### src/sv/tpt_pkg.sv
`timescale 1ns / 1ps
package tpt_pkg;
	localparam int unsigned DEFAULT_DEPTH = 16;
	localparam logic [15:0] DELTA_RESET = 16'd100;

	typedef enum logic [2:0] {
		K_START  = 3'd0,
		K_CANCEL = 3'd1,
		K_POLL   = 3'd2,
		K_ACCEPT = 3'd3,
		K_CLEAR  = 3'd4
	} kind_t;

	typedef enum logic [2:0] {
		E_OK      = 3'd0,
		E_BAD_ARG = 3'd1,
		E_FULL    = 3'd2,
		E_INVALID = 3'd3,
		E_STATE   = 3'd4
	} err_t;

	typedef enum logic [1:0] {
		ST_SEARCHING = 2'd0,
		ST_MATCHED   = 2'd1,
		ST_CANCELLED = 2'd2,
		ST_FAILED    = 2'd3
	} st_t;

	typedef struct packed {
		logic [2:0]  kind;
		logic [31:0] ticket_in;
		logic [15:0] mode_code;
		logic [15:0] rating;
	} req_t;

	typedef struct packed {
		logic [2:0]  error_code;
		logic [31:0] ticket_out;
		logic [1:0]  match_status;
	} rsp_t;

	typedef enum logic [3:0] {
		S_IDLE,
		S_DECODE,
		S_FREE,
		S_OLDEST,
		S_CLAIM,
		S_MATCH,
		S_LOOK,
		S_CANCEL,
		S_PLOOK,
		S_PFIX,
		S_ACCEPT,
		S_RESULT,
		S_OUT
	} fsm_t;

	typedef struct packed {
		logic        scan_start;
		logic        scan_step;
		logic [1:0]  scan_kind;
		logic        scan_partner;
		logic        load_req;
		logic        do_claim;
		logic        do_pair;
		logic        do_cancel;
		logic        do_pfix;
		logic        do_accept;
		logic        do_clear;
		logic        set_result;
		logic [2:0]  res_err;
		logic        res_ticket;
		logic [1:0]  res_st_sel;
	} cmd_t;

	typedef struct packed {
		logic        scan_done;
		logic        found;
		logic        partner_nz;
		logic        p_found;
		logic        p_fixable;
		logic        s_matched;
		logic        mode_zero;
	} sts_t;

	localparam logic [1:0] SCAN_FREE   = 2'd0;
	localparam logic [1:0] SCAN_OLDEST = 2'd1;
	localparam logic [1:0] SCAN_MATCH  = 2'd2;
	localparam logic [1:0] SCAN_LOOK   = 2'd3;

	localparam logic [1:0] RS_FIXED = 2'd0;
	localparam logic [1:0] RS_SLOT  = 2'd1;
	localparam logic [1:0] RS_SRCH  = 2'd2;
endpackage

### src/sv/tpt_ctrl.sv
`timescale 1ns / 1ps
module tpt_ctrl import tpt_pkg::*; (
	input  logic clk,
	input  logic arst_n,
	input  logic in_valid,
	output logic in_ready,
	output logic out_valid,
	input  logic out_ready,
	input  logic [2:0] kind,
	input  sts_t sts,
	output cmd_t cmd
);
	fsm_t state_q, state_d;
	logic [2:0] kind_q;
	logic       ov_q, ov_d;

	assign in_ready  = state_q == S_IDLE && !ov_q;
	assign out_valid = ov_q;

	always_ff @(posedge clk or negedge arst_n) begin
		if (!arst_n) begin
			state_q <= S_IDLE;
			ov_q <= 1'b0;
			kind_q <= '0;
		end else begin
			state_q <= state_d;
			ov_q <= ov_d;
			if (in_valid && in_ready) kind_q <= kind;
		end
	end

	always_comb begin
		state_d = state_q;
		ov_d = ov_q && !out_ready;
		cmd = '0;
		cmd.scan_kind = SCAN_LOOK;
		unique case (state_q)
			S_IDLE: begin
				if (in_valid && in_ready) begin
					cmd.load_req = 1'b1;
					state_d = S_DECODE;
				end
			end
			S_DECODE: begin
				unique case (kind_q)
					K_START: begin
						if (sts.mode_zero) begin
							cmd.set_result = 1'b1;
							cmd.res_err = E_BAD_ARG;
							cmd.res_st_sel = RS_FIXED;
							state_d = S_OUT;
						end else begin
							cmd.scan_kind = SCAN_FREE;
							cmd.scan_start = 1'b1;
							state_d = S_FREE;
						end
					end
					K_CANCEL, K_POLL, K_ACCEPT: begin
						cmd.scan_kind = SCAN_LOOK;
						cmd.scan_start = 1'b1;
						cmd.load_req = 1'b0;
						state_d = S_LOOK;
					end
					K_CLEAR: begin
						cmd.do_clear = 1'b1;
						cmd.set_result = 1'b1;
						cmd.res_err = E_OK;
						cmd.res_st_sel = RS_SRCH;
						state_d = S_OUT;
					end
					default: begin
						cmd.set_result = 1'b1;
						cmd.res_err = E_BAD_ARG;
						cmd.res_st_sel = RS_FIXED;
						state_d = S_OUT;
					end
				endcase
			end
			default: ;
		endcase
		unique case (state_q)
			S_FREE: begin
				cmd.scan_kind = SCAN_FREE;
				cmd.scan_step = 1'b1;
				if (sts.scan_done) begin
					if (sts.found) begin
						state_d = S_CLAIM;
					end else begin
						cmd.scan_step = 1'b0;
						cmd.scan_kind = SCAN_OLDEST;
						cmd.scan_start = 1'b1;
						state_d = S_OLDEST;
					end
				end
			end
			S_OLDEST: begin
				cmd.scan_kind = SCAN_OLDEST;
				cmd.scan_step = 1'b1;
				if (sts.scan_done) begin
					if (sts.found) begin
						state_d = S_CLAIM;
					end else begin
						cmd.set_result = 1'b1;
						cmd.res_err = E_FULL;
						cmd.res_st_sel = RS_FIXED;
						state_d = S_OUT;
					end
				end
			end
			S_CLAIM: begin
				cmd.scan_kind = SCAN_MATCH;
				cmd.do_claim = 1'b1;
				cmd.scan_start = 1'b1;
				state_d = S_MATCH;
			end
			S_MATCH: begin
				cmd.scan_kind = SCAN_MATCH;
				cmd.scan_step = 1'b1;
				if (sts.scan_done) begin
					cmd.scan_step = 1'b0;
					cmd.do_pair = sts.found;
					state_d = S_RESULT;
				end
			end
			S_LOOK: begin
				cmd.scan_step = 1'b1;
				if (sts.scan_done) begin
					if (!sts.found) begin
						cmd.set_result = 1'b1;
						cmd.res_err = (kind_q == K_POLL) ? E_OK : E_INVALID;
						cmd.res_st_sel = RS_FIXED;
						state_d = S_OUT;
					end else if (kind_q == K_POLL) begin
						state_d = S_RESULT;
					end else if (kind_q == K_ACCEPT && !sts.s_matched) begin
						cmd.set_result = 1'b1;
						cmd.res_err = E_STATE;
						cmd.res_st_sel = RS_SLOT;
						state_d = S_OUT;
					end else begin
						state_d = S_CANCEL;
					end
				end
			end
			S_CANCEL: begin
				if (sts.partner_nz) begin
					cmd.scan_start = 1'b1;
					cmd.scan_partner = 1'b1;
					state_d = S_PLOOK;
				end else if (kind_q == K_CANCEL) begin
					cmd.do_cancel = 1'b1;
					state_d = S_RESULT;
				end else begin
					cmd.do_accept = 1'b1;
					state_d = S_RESULT;
				end
			end
			S_PLOOK: begin
				cmd.scan_step = 1'b1;
				cmd.scan_partner = 1'b1;
				if (sts.scan_done) state_d = (kind_q == K_CANCEL) ? S_PFIX : S_ACCEPT;
			end
			S_PFIX: begin
				cmd.do_pfix = sts.p_found && sts.p_fixable;
				state_d = S_ACCEPT;
			end
			S_ACCEPT: begin
				if (kind_q == K_CANCEL) cmd.do_cancel = 1'b1;
				else cmd.do_accept = 1'b1;
				state_d = S_RESULT;
			end
			S_RESULT: begin
				cmd.set_result = 1'b1;
				cmd.res_err = E_OK;
				cmd.res_ticket = kind_q == K_START;
				cmd.res_st_sel = RS_SLOT;
				state_d = S_OUT;
			end
			S_OUT: begin
				if (!ov_q) begin
					ov_d = 1'b1;
					state_d = S_IDLE;
				end
			end
			default: ;
		endcase
	end
endmodule

### config.mk
export PLATFORM = sky130hd
export DESIGN_NAME = tpt_ctrl
export DESIGN_NICKNAME = d
export VERILOG_FILES = /design/src/sv/tpt_pkg.sv /design/src/sv/tpt_ctrl.sv
export SDC_FILE = /design/constraint.sdc
export NUM_CORES = 1
export LEC_CHECK = 0
export ABC_CLOCK_PERIOD_IN_PS = 1700
export BUFFER_PORTS_ARGS = -buffer_cell sky130_fd_sc_hd__buf_2
export CORE_MARGIN = 2
export CORE_UTILIZATION = 50
export DETAILED_ROUTE_END_ITERATION = 8
export MAX_ROUTING_LAYER = met4
export PLACE_DENSITY = 0.75
export SLEW_MARGIN = 20
export SYNTH_ARGS = -nofsm -noshare
export SYNTH_HDL_FRONTEND = slang
export SYNTH_SLANG_ARGS = --single-unit
### constraint.sdc
create_clock -name clk -period 1.7 [get_ports clk]
set_input_delay 0.085 -clock clk [delete_from_list [all_inputs] [get_ports clk]]
set_output_delay 0.085 -clock clk [all_outputs]
set_load 0.01 [all_outputs]
**After elaboration in Yosys (flattened, before gate mapping)**

Cells that the tools add are included.

- Register bits: 8
- Input bits: 14
- Output and inout port bits: 21
- Word-level logic and storage cells: 101

- Eq/ne operators: 16
- Muxes and demuxes: 69
- Reductions and logical operators: 13

Operators with widths:

| kind | number |
|---|---|
| 4-bit 2-to-1 mux | 21 |
| 4-bit case mux with 11 select lines | 1 |
| 2-bit 2-to-1 mux | 14 |
| 4-bit case mux with 3 select lines | 2 |
| 4-bit == test (second input constant) | 5 |
| 1-bit 2-to-1 mux | 19 |
| 4-bit by 3-bit == test with 1-bit output (second input constant) | 4 |
| 4-bit case mux with 2 select lines | 2 |
| 2-bit case mux with 3 select lines | 2 |
| 4-bit by 2-bit == test with 1-bit output (second input constant) | 2 |
| 1-bit case mux with 2 select lines | 4 |
| 3-bit by 2-bit == test with 1-bit output (second input constant) | 2 |
| 1-bit case mux with 3 select lines | 2 |
| 3-bit OR reduction | 2 |
| 1-bit logical AND | 5 |
| 5-bit 2-to-1 mux | 1 |
| 4-bit by 1-bit == test with 1-bit output (second input constant) | 1 |
| 4-bit logical NOT | 1 |
| 3-bit by 1-bit == test with 1-bit output (second input constant) | 1 |
| 3-bit == test (second input constant) | 1 |
| 1-bit logical NOT | 3 |
| 3-bit logical NOT | 1 |
| 3-bit 2-to-1 mux | 1 |
| 2-bit OR reduction | 1 |

**Logic depth before layout (Yosys ltp)**

Gate-level depths: netlist (run 1).

- Depth after elaboration: 9
- Mapped depth: 6
- Gate-level depth less buffers: 4

**Worst setup path after synthesis (run 1)**

No wires, ideal clock.

- Path kind: register to output
- Start point: reg kind_q[2]
- End point: out cmd[0] (netlist bit)
- Arrival: 1.395 ns
- Required time: 1.615 ns
- Path slack: 0.220 ns
- Stages on the path, launching flop included: 4
- Buffers on the path: 0
- Path through: dfrtp_1 > nand2b_2 > nor4_1 > o21bai_1

RTL lines:

| item | line | RTL |
|---|---|---|
| from (decl) | tpt_ctrl.sv:14 | `logic [2:0] kind_q;` |
| from (signal assigned) | tpt_ctrl.sv:28 | `if (in_valid && in_ready) kind_q <= kind;` |
| to (decl) | tpt_ctrl.sv:11 | `output cmd_t cmd` |

==> results.md, run 1 <==
- Chip height: 52.0 µm
- CP arrival: 1.60 ns
- Max-slew violations: 0
- Final setup violation count: 0
- Crit-path slowest cell: dfrtp_1
- Crit path cell chain: buf_4 -> or2_4 -> nor3_1 -> buf_2
- Worst Reg2Reg Path Length in Cells: 4
- GP Congestion: 0.906
- Die Span X: 52.0 µm
- Clk slew on worst S/H paths: 0.06 ns
- Most used DFF post-synth: dfrtp_1
- Commonest non-fill, non-tap cell in the layout: buf_2
- Vias in the first global route: 1,224
- Final-layout fill cell count: 161
- Layout cells sized above 1: 0.443
- Clock Skew: 0.00130 ns
- GRT Util Overall: 0.293
- WP data required: 1.62 ns
- Pin count of the biggest net entering global routing: 31
- Min-Delay Path Class: input pin to register
- Syn Area/Cell: 7.52 µm²
- CTS tree: done
- MaxCap Viol Count: 0
- Most frequent cells in the layout: buf_2 (34), buf_4 (12), a21oi_1 (11)
- Worst hold margin: 0.0468 ns
- Root Driver: clkbuf_4
- Worst hold endpoint: kind_q[1]$_DFFE_PN0P_
- Critical Path Max Stage Delay: 0.44 ns
- Post-synth EDFFs: 0
- DR vias: 1,448
- Hold Vio Cnt, Final: 0
- CTS buffer count: 3
- Max Clock Freq: 593 MHz
- Worst slew pin tran: 0.408 ns
- Sequential cell area fraction in the yosys report: 0.174
- Syn Nets: 167
- Critical path type: register to output port
- Die area: 2700 µm²
- Reg-to-reg setup timing slack: 0.12 ns
- Num rows: 17
- Initial antenna violation count: 0
- Initial Utilization: 0.525
- DRT antenna net count: 0
- Leak: 0.707 nW
- Period utilisation layout: 0.991
- Mapped cell area: 1150 µm²
- Status: completed
- Avg WL per Cell: 18.2 µm
- Max VDD drop: 1280 µV
- Fin util: 0.742
- Max H-tree Level: 1
- Power Total: 3.00 mW
- Drt drc: 0
- CP startpoint: state_q[3]$_DFF_PN0_
- Critical path buffers and inverters: 2
- Hold_sp: kind[1]
- Port buffer count: 34
- Clock Latency Late Sink: 0.25 ns
- Core ar.: 2190 µm²
- CTS Sinks: 8
- Crit start category: register
- Synthesis-stage register bit count: 8
- FF-to-FF Start: state_q[0]$_DFF_PN0_
- Hold Path Cell Cnt: 2
- Post-synth ARST share: 1.00
- Clk buf depth: 2
- FF-to-FF End: kind_q[0]$_DFFE_PN0P_
- Pwr Density: 1850 nW/µm²
- Total routed wirelength: 4.04 mm
- First-pass GRT wire length: 5.78 mm
- DP Wirelength: 2.56 mm
- Total congestion overflow: 0
- Critical Path Fanout Max: 7
- Post-Layout Inst Area: 1630 µm²
- Placed cell areas: 1370 µm²
- Relative slew slack: 0.725
- First DRT Iteration DRCs: 71
- Syn Inst Count: 153
- Sum Neg Setup Slack: 0 ns
- Top delay family on crit path: simple AND/OR/NAND/NOR gates
- Total I/O pin count: 35
- Critical Path End Type: output port
- Distinct cells, synth: 52
- Area Overhead vs Synth: 41.2%
- N_diodes: 0
- Vias per cell: 6.52
- RSZ-0062 raised after global routing: true
- Final net count: 210
- Yosys warning count: 0
- Pre-antenna DRT Iters: 4
- Final min period: 1.69 ns
==> worst max path at each step <==
| stage | depth (start not counted) | slack, ns | end |
|---|---|---|---|
| floorplan | 3 | 0.22 | cmd[0] |
| global placement | 4 | 0.17 | cmd[16] |
| detailed placement | 4 | 0.15 | cmd[16] |
| CTS | 4 | -0.01 | cmd[0] |
| global route | 4 | -0.06 | cmd[0] |
| finish | 4 | 0.01 | cmd[11] |
==> routing by layer <==
layer  vias up  track usage  part of all wire
met5         -            -                 0
met4         0       0.0702             0.035
met1       668        0.377              0.39
met2       101        0.483              0.50
met3        17       0.0431             0.079
li1        662            -                 -
==> final cells by class <==
| cell class | count | area, µm² | area share |
|---|---|---|---|
| flip-flops and latches | 8 | 208 | 0.128 |
| inverters | 4 | 18.8 | 0.0115 |
| repair buffers | 55 | 423 | 0.260 |
| clock buffers | 3 | 22.5 | 0.0139 |
| well taps | 28 | 35.0 | 0.0216 |
| multi-input cells | 124 | 918 | 0.565 |
==> sequential cells by signal (all words and copies together), names as in the netlist <==
signal     count
kind_q         3
state_q        4
out_valid      1
==> timing repair <==
action	in CTS	in global routing
hold endpoints to repair	8	0
hold buffers	1	0
gates resized for setup	10	17
endpoints found under the setup margin	11	14
pin swaps	1	4
buffers inserted	2	6
gates cloned	0	2
==> Yosys cell counts (all sizes together) (2+ instances only) <==
library cell / n / area (µm²)
nor4b: 2 / 30.0
o2bb2ai: 2 / 17.5
o311ai: 2 / 17.5
o21ai: 11 / 58.8
dfrtp: 8 / 200
mux2: 3 / 33.8
o21bai: 5 / 37.5
nand3: 2 / 10.0
nand2b: 9 / 58.8
or2: 2 / 12.5
buf: 15 / 108
nor3: 4 / 20.0
o22ai: 2 / 12.5
a31oi: 3 / 18.8
or3: 2 / 12.5
nor2: 13 / 53.8
a21oi: 11 / 55.1
nor4: 4 / 31.3
clkbuf: 2 / 7.51
o31ai: 2 / 15.0
and3: 2 / 12.5
inv: 4 / 15.0
nor2b: 7 / 43.8
o211ai: 2 / 15.0
nand2: 11 / 41.3
a211oi: 6 / 45.0
==> metrics by stage <==
stage / worst slack (ns) / instances
floorplan: 0.220 / 153
global placement: 0.170 / 208
detailed placement: 0.150 / 208
CTS: -0.0126 / 214
global route: -0.0602 / 222
finish: 0.0147 / 222
==> logic make-up after synthesis <==
group	after synthesis	share of synthesized area
flops	8	0.174
mux	3	0.0293
compound gates	59	0.370
simple gates	62	0.314
buf+inv	21	0.113
==> power by group <==
part / internal (mW) / total (mW) / switching (mW)
sequential: 0.291 / 0.465 / 0.174
clock: 0.0810 / 0.149 / 0.0677
combinational: 1.14 / 2.39 / 1.25
total: 1.52 / 3.00 / 1.49
Note: power is estimated with default switching activity, not from simulation.
==> run 2, diff against run 1 <==
--- a/config.mk
+++ b/config.mk
@@ -5,13 +5,13 @@
 export SDC_FILE = /design/constraint.sdc
 export NUM_CORES = 1
 export LEC_CHECK = 0
-export ABC_CLOCK_PERIOD_IN_PS = 1700
+export ABC_CLOCK_PERIOD_IN_PS = 1380
 export BUFFER_PORTS_ARGS = -buffer_cell sky130_fd_sc_hd__buf_2
 export CORE_MARGIN = 2
-export CORE_UTILIZATION = 50
+export CORE_UTILIZATION = 46
 export DETAILED_ROUTE_END_ITERATION = 8
 export MAX_ROUTING_LAYER = met4
-export PLACE_DENSITY = 0.75
+export PLACE_DENSITY = 0.73
 export SLEW_MARGIN = 20
 export SYNTH_ARGS = -nofsm -noshare
 export SYNTH_HDL_FRONTEND = slang
==> constraint.sdc (replaced) <==
create_clock -name clk -period 1.38 [get_ports clk]
set_input_delay 0.069 -clock clk [delete_from_list [all_inputs] [get_ports clk]]
set_output_delay 0.069 -clock clk [all_outputs]
set_load 0.01 [all_outputs]
==> results.md, run 2 (synthesis gave the netlist of run 1 again) <==
- Status: finished, violations left
- Failing checks: setup timing
- Max Clock Freq: 562 MHz
- Period utilisation layout: 1.29
- Initial antenna violation count: 0 (unchanged)
- Drt drc: 0 (unchanged)
- Num rows: 18 (+1)
- CTS tree: done
- Pre-CTS WS: -0.107 ns (-0.257 ns)
- Final min period: 1.78 ns
- Commonest non-fill, non-tap cell in the layout: buf_2
- Most frequent cells in the layout: buf_2 (32), buf_4 (29), buf_6 (25)
- Pwr Density: 2460 nW/µm² (+33%)
- WP data required: 1.31 ns (-0.31 ns)
- Worst slew pin tran: 0.408 ns (-0.000128 ns)
- Hold Vio Cnt, Final: 0 (unchanged)
- Reg-to-reg setup timing slack: -0.19 ns (-0.31 ns)
- N_diodes: 0 (unchanged)
- Worst hold endpoint: kind_q[1]$_DFFE_PN0P_
- Final net count: 248 (+18%)
- Total routed wirelength: 6.16 mm (+52%)
- Post-route setup slack: -0.399 ns (-0.413 ns)
- Largest register by flop count: state_q
- First DRT Iteration DRCs: 114 (+61%)
- Min-Delay Path Class: input pin to register
- Layout cells sized above 1: 0.647 (+0.203)
- Worst Reg2Reg Path Length in Cells: 5 (+1)
- Worst hold margin: 0.0440 ns (-0.00282 ns)
- Leak: 0.948 nW (+34%)
- GP Congestion: 1.01 (+11%)
- Port buffer count: 34 (unchanged)
- Vias in the first global route: 1,517 (+24%)
- Clock Latency Late Sink: 0.28 ns (+0.03 ns)
- FF-to-FF Start: state_q[1]$_DFF_PN0_
- Pre-antenna DRT Iters: 4 (unchanged)
- RSZ-0062 raised after global routing: true
- FF-to-FF End: state_q[1]$_DFF_PN0_
- Relative slew slack: 0.728 (+0.00354)
- Hold Path Cell Cnt: 2 (unchanged)
- Clock Skew: 0.0240 ns (+0.0227 ns)
- CTS Sinks: 8 (unchanged)
- DRT antenna net count: 0 (unchanged)
- Die Span X: 54.0 µm (+3.9%)
- Critical Path End Type: output port
- Power Total: 5.30 mW (+76%)
- Crit start category: register
- Avg WL per Cell: 23.5 µm (+29%)
- GRT Util Overall: 0.367 (+0.0745)
- CTS buffer count: 3 (unchanged)
- Critical Path Fanout Max: 6 (-1)
- Max VDD drop: 2460 µV (+93%)
- Hold_sp: kind[1]
- Chip height: 54.0 µm (+3.9%)
- Max-slew violations: 0 (unchanged)
- Clk buf depth: 2 (unchanged)
- MaxCap Viol Count: 0 (unchanged)
- Pin count of the biggest net entering global routing: 19 (-39%)
- Critical path type: register to output port
- Vias per cell: 6.77 (+3.9%)
- DR vias: 1,775 (+23%)
- Max H-tree Level: 1 (unchanged)
- Sum Neg Setup Slack: -6.80 ns (-6.80 ns)
- Root Driver: clkbuf_4
- Placed cell areas: 1560 µm² (+14%)
- Clk slew on worst S/H paths: 0.05 ns (about the same)
- Die area: 2920 µm² (+8.0%)
- Total I/O pin count: 35 (unchanged)
- Area Overhead vs Synth: 87.0%
- Total congestion overflow: 0 (unchanged)
- Final setup violation count: 27 (+27)
- Post-Layout Inst Area: 2150 µm² (+32%)
- First-pass GRT wire length: 7.43 mm (+29%)
- Core ar.: 2430 µm² (+11%)
- Number of flip-flops under the largest register name: 4 (unchanged)
- CP arrival: 1.71 ns (+0.11 ns)
- Initial Utilization: 0.473 (-0.0522)
- DP Wirelength: 3.11 mm (+22%)
run 2: worst max-delay path by stage:
stage | to | depth (start not counted) | startpoint
4_1_cts | cmd[6] | 6 | state_q[0]$_DFF_PN0_
6_report | cmd[6] | 5 | kind_q[2]$_DFFE_PN0P_
3_5_place_dp | state_q[0]$_DFF_PN0_ | 6 | state_q[2]$_DFF_PN0_
5_1_grt | cmd[6] | 5 | kind_q[2]$_DFFE_PN0P_
2_1_floorplan | kind_q[0]$_DFFE_PN0P_ | 5 | state_q[3]$_DFF_PN0_
3_3_place_gp | state_q[1]$_DFF_PN0_ | 4 | state_q[1]$_DFF_PN0_
run 2: cell type report:
| class | instances | area [µm²] |
|---|---|---|
| Inverter | 4 | 18.8 |
| Timing Repair Buffer | 93 | 779 |
| Tap cell | 30 | 37.5 |
| Multi-Input combinational cell | 124 | 1090 |
| Fill cell | 106 | 280 |
| Clock buffer | 3 | 22.5 |
| Sequential cell | 8 | 206 |
run 2: worst max-delay path: stages (launching register included):
cell and delay, ns:
dfrtp_2 0.44, nand2b_2 0.28, o21ai_2 0.25, o2bb2ai_1 0.14
a32o_1 0.17, buf_2 0.16
run 2: per-layer routing:
| layer | share of wire | up-vias | GRT usage |
|---|---|---|---|
| met5 | 0 | - | - |
| met4 | 0.076 | 0 | 0.0792 |
| met3 | 0.10 | 63 | 0.0639 |
| met2 | 0.47 | 156 | 0.638 |
| met1 | 0.35 | 817 | 0.442 |
| li1 | - | 739 | - |
run 2: through the flow:
stage / cells / utilization
finish: 262 / 0.885
CTS: 257 / 0.801
global route: 262 / 0.885
floorplan: 153 / -
detailed placement: 238 / 0.641
global placement: 238 / 0.641
run 2: timing repair:
item	4_1_cts	5_1_grt
setup buffers	15	8
pin swaps	11	30
resized for setup	52	43
hold endpoints to repair	8	0
hold buffers	1	0
setup endpoints to repair	26	27
run 2: report_power, final:
group	switching, mW	internal, mW
clock network	0.108	0.101
registers	0.212	0.355
logic	2.28	2.25
total	2.60	2.70
==> run 3, diff against run 2 <==
--- a/config.mk
+++ b/config.mk
@@ -5,13 +5,14 @@
 export SDC_FILE = /design/constraint.sdc
 export NUM_CORES = 1
 export LEC_CHECK = 0
-export ABC_CLOCK_PERIOD_IN_PS = 1380
+export ABC_CLOCK_PERIOD_IN_PS = 1800
 export BUFFER_PORTS_ARGS = -buffer_cell sky130_fd_sc_hd__buf_2
 export CORE_MARGIN = 2
-export CORE_UTILIZATION = 46
+export CORE_UTILIZATION = 50
+export CTS_BUF_LIST = sky130_fd_sc_hd__clkbuf_16
 export DETAILED_ROUTE_END_ITERATION = 8
 export MAX_ROUTING_LAYER = met4
-export PLACE_DENSITY = 0.73
+export PLACE_DENSITY = 0.75
 export SLEW_MARGIN = 20
 export SYNTH_ARGS = -nofsm -noshare
 export SYNTH_HDL_FRONTEND = slang
==> constraint.sdc (replaced) <==
create_clock -name clk -period 1.8 [get_ports clk]
set_input_delay 0.09 -clock clk [delete_from_list [all_inputs] [get_ports clk]]
set_output_delay 0.09 -clock clk [all_outputs]
set_load 0.005 [all_outputs]
==> results.md, run 3 (synthesis gave the netlist of run 1 again) <==
- Status: completed
- Reg power frac: 0.155 (+0.048)
- Logic pwr share: 0.699 (-0.155)
- Chip height: 52.0 µm (-3.8%)
- Drt drc: 0 (unchanged)
- Die Span X: 52.0 µm (-3.8%)
- GRT Util Overall: 0.299 (-0.0684)
- Max Clock Freq: 577 MHz
- GP Congestion: 0.948 (-6.0%)
- Reg-to-reg setup timing slack: 0.30 ns (+0.49 ns)
- Clk slew on worst S/H paths: 0.04 ns (about the same)
- First-pass GRT wire length: 5.90 mm (-21%)
- Worst hold margin: 0.0774 ns (+0.0334 ns)
- Relative slew slack: 0.787 (+0.0586)
- Hold_sp: kind[2]
- First DRT Iteration DRCs: 63 (-45%)
- Total setup buffers inserted after CTS: 0 (-15)
- Clock power frac: 0.145 (+0.106)
- Layout cells sized above 1: 0.371 (-0.276)
- N_diodes: 0 (unchanged)
- Min-Delay Path Class: input pin to register
- Pwr Density: 1730 nW/µm² (-30%)
- Final net count: 202 (-19%)
- Port buffer count: 34 (unchanged)
- Max-slew violations: 0 (unchanged)
- Number of flip-flops under the largest register name: 4 (unchanged)
- Pin count of the biggest net entering global routing: 29 (+10)
- Max VDD drop: 1250 µV (-49%)
- MaxCap Viol Count: 0 (unchanged)
- Worst Reg2Reg Path Length in Cells: 4 (-1)
- Core ar.: 2190 µm² (-9.9%)
- Final-layout fill cell count: 185 (+75%)
- Switch Pwr: 1.26 mW (-52%)
- Hold Vio Cnt, Final: 0 (unchanged)
- Sum Neg Setup Slack: 0 ns (+6.80 ns)
- DP Wirelength: 2.64 mm (-15%)
- Root Driver: clkbuf_16
- Final setup violation count: 0 (-100%)
- Worst hold endpoint: kind_q[2]$_DFFE_PN0P_
- Clock Latency Late Sink: 0.23 ns (-0.05 ns)
- Largest register by flop count: state_q
- Vias per cell: 6.53 (-3.6%)
- Vias in the first global route: 1,247 (-18%)
- Int Pwr: 1.33 mW (-51%)
- RSZ-0062 raised after global routing: false
- Clk buf depth: 2 (unchanged)
- Total I/O pin count: 35 (unchanged)
- DRT antenna net count: 0 (unchanged)
- FF-to-FF Start: state_q[0]$_DFF_PN0_
- Leak: 0.646 nW (-32%)
- Critical Path End Type: output port
- Avg WL per Cell: 17.1 µm (-27%)
- CP arrival: 1.64 ns (-0.07 ns)
- DR vias: 1,398 (-21%)
- Commonest non-fill, non-tap cell in the layout: buf_2
- Critical path type: register to output port
- Most frequent cells in the layout: buf_2 (34), nor2_1 (11), nand2_1 (11), a21oi_1 (11), buf_4 (10)
- CTS Sinks: 8 (unchanged)
- Max H-tree Level: 1 (unchanged)
- Total congestion overflow: 0 (unchanged)
- Critical Path Fanout Max: 9 (+3)
- Initial Utilization: 0.525 (+0.0522)
- Period utilisation layout: 0.962
- Clock Skew: 0.00107 ns (-0.0229 ns)
- Crit start category: register
- Final min period: 1.73 ns
- Register area: 205 µm² (-0.61%)
- Pre-antenna DRT Iters: 4 (unchanged)
- Area Overhead vs Synth: 29.6%
- WP data required: 1.71 ns (+0.40 ns)
- Net Sw Frac: 0.487 (-0.00342)
- Total routed wirelength: 3.67 mm (-41%)
- Die area: 2700 µm² (-7.4%)
- Hold Path Cell Cnt: 2 (unchanged)
- CTS tree: done
- Area of the multi-input gates: 883 µm² (-19%)
- CTS buffer count: 3 (unchanged)
- Initial antenna violation count: 0 (unchanged)
- FF-to-FF End: kind_q[0]$_DFFE_PN0P_
- Worst slew pin tran: 0.319 ns (-0.0890 ns)
- Num rows: 17 (-1)
## run 3: area by class of cell
cell class / instances / share of cell area
multi-input cells: 124 / 0.592
repair buffers: 47 / 0.186
flip-flops and latches: 8 / 0.138
clock buffers: 3 / 0.0503
well taps: 28 / 0.0235
inverters: 4 / 0.0101
## run 3: timing repair
item,in CTS,in global routing
endpoints found under the setup margin,0,12
endpoints found under the hold margin,8,0
hold buffers,1,0
resized for setup,0,15
## run 3: worst max-delay path by stage
stage | startpoint | end | slack [ns] | cells after the start
after floorplan | state_q[3]$_DFF_PN0_ | kind_q[0]$_DFFE_PN0P_ | 0.43 | 5
after global placement | state_q[3]$_DFF_PN0_ | state_q[1]$_DFF_PN0_ | 0.26 | 4
after detailed placement | state_q[3]$_DFF_PN0_ | state_q[1]$_DFF_PN0_ | 0.23 | 4
after CTS | state_q[3]$_DFF_PN0_ | cmd[7] | 0.03 | 4
after global routing | state_q[0]$_DFF_PN0_ | cmd[8] | 0.002 | 6
final | state_q[2]$_DFF_PN0_ | cmd[6] | 0.07 | 6
## run 3: per-layer routing
layer  share of wire  global-route usage  vias to the layer above
li1                -                   -                      647
met2            0.51               0.494                       83
met4           0.012              0.0789                        0
met5               0                   -                        -
met1            0.40               0.371                      664
met3           0.079              0.0603                        4
## run 3: power groups by stage
stage                     combinational [mW]  sequential, mW  clock, mW
after floorplan                         1.27           0.355          0
after global placement                  1.66           0.358          0
after detailed placement                1.67           0.362          0
after CTS                               1.68           0.361      0.383
after global routing                    1.99           0.416      0.386
final                                   1.81           0.402      0.376
## run 3: worst max-delay path, stage by stage (launching register included)
cell and delay (ns):
dfrtp_2 0.41, buf_4 0.18, nand2b_1 0.17, nor3b_1 0.23, o2bb2ai_1 0.15, a32o_1 0.15
buf_2 0.11
## run 3: stage by stage
stage	cell area, µm²	util	instances	worst slack [ns]	power, mW
after global placement	1330	0.608	210	0.256	2.02
after global routing	1490	0.681	214	0.00169	2.79
after floorplan	1150	-	153	0.429	1.62
after detailed placement	1330	0.608	210	0.233	2.03
final	1490	0.681	214	0.0681	2.59
after CTS	1420	0.646	214	0.0287	2.42
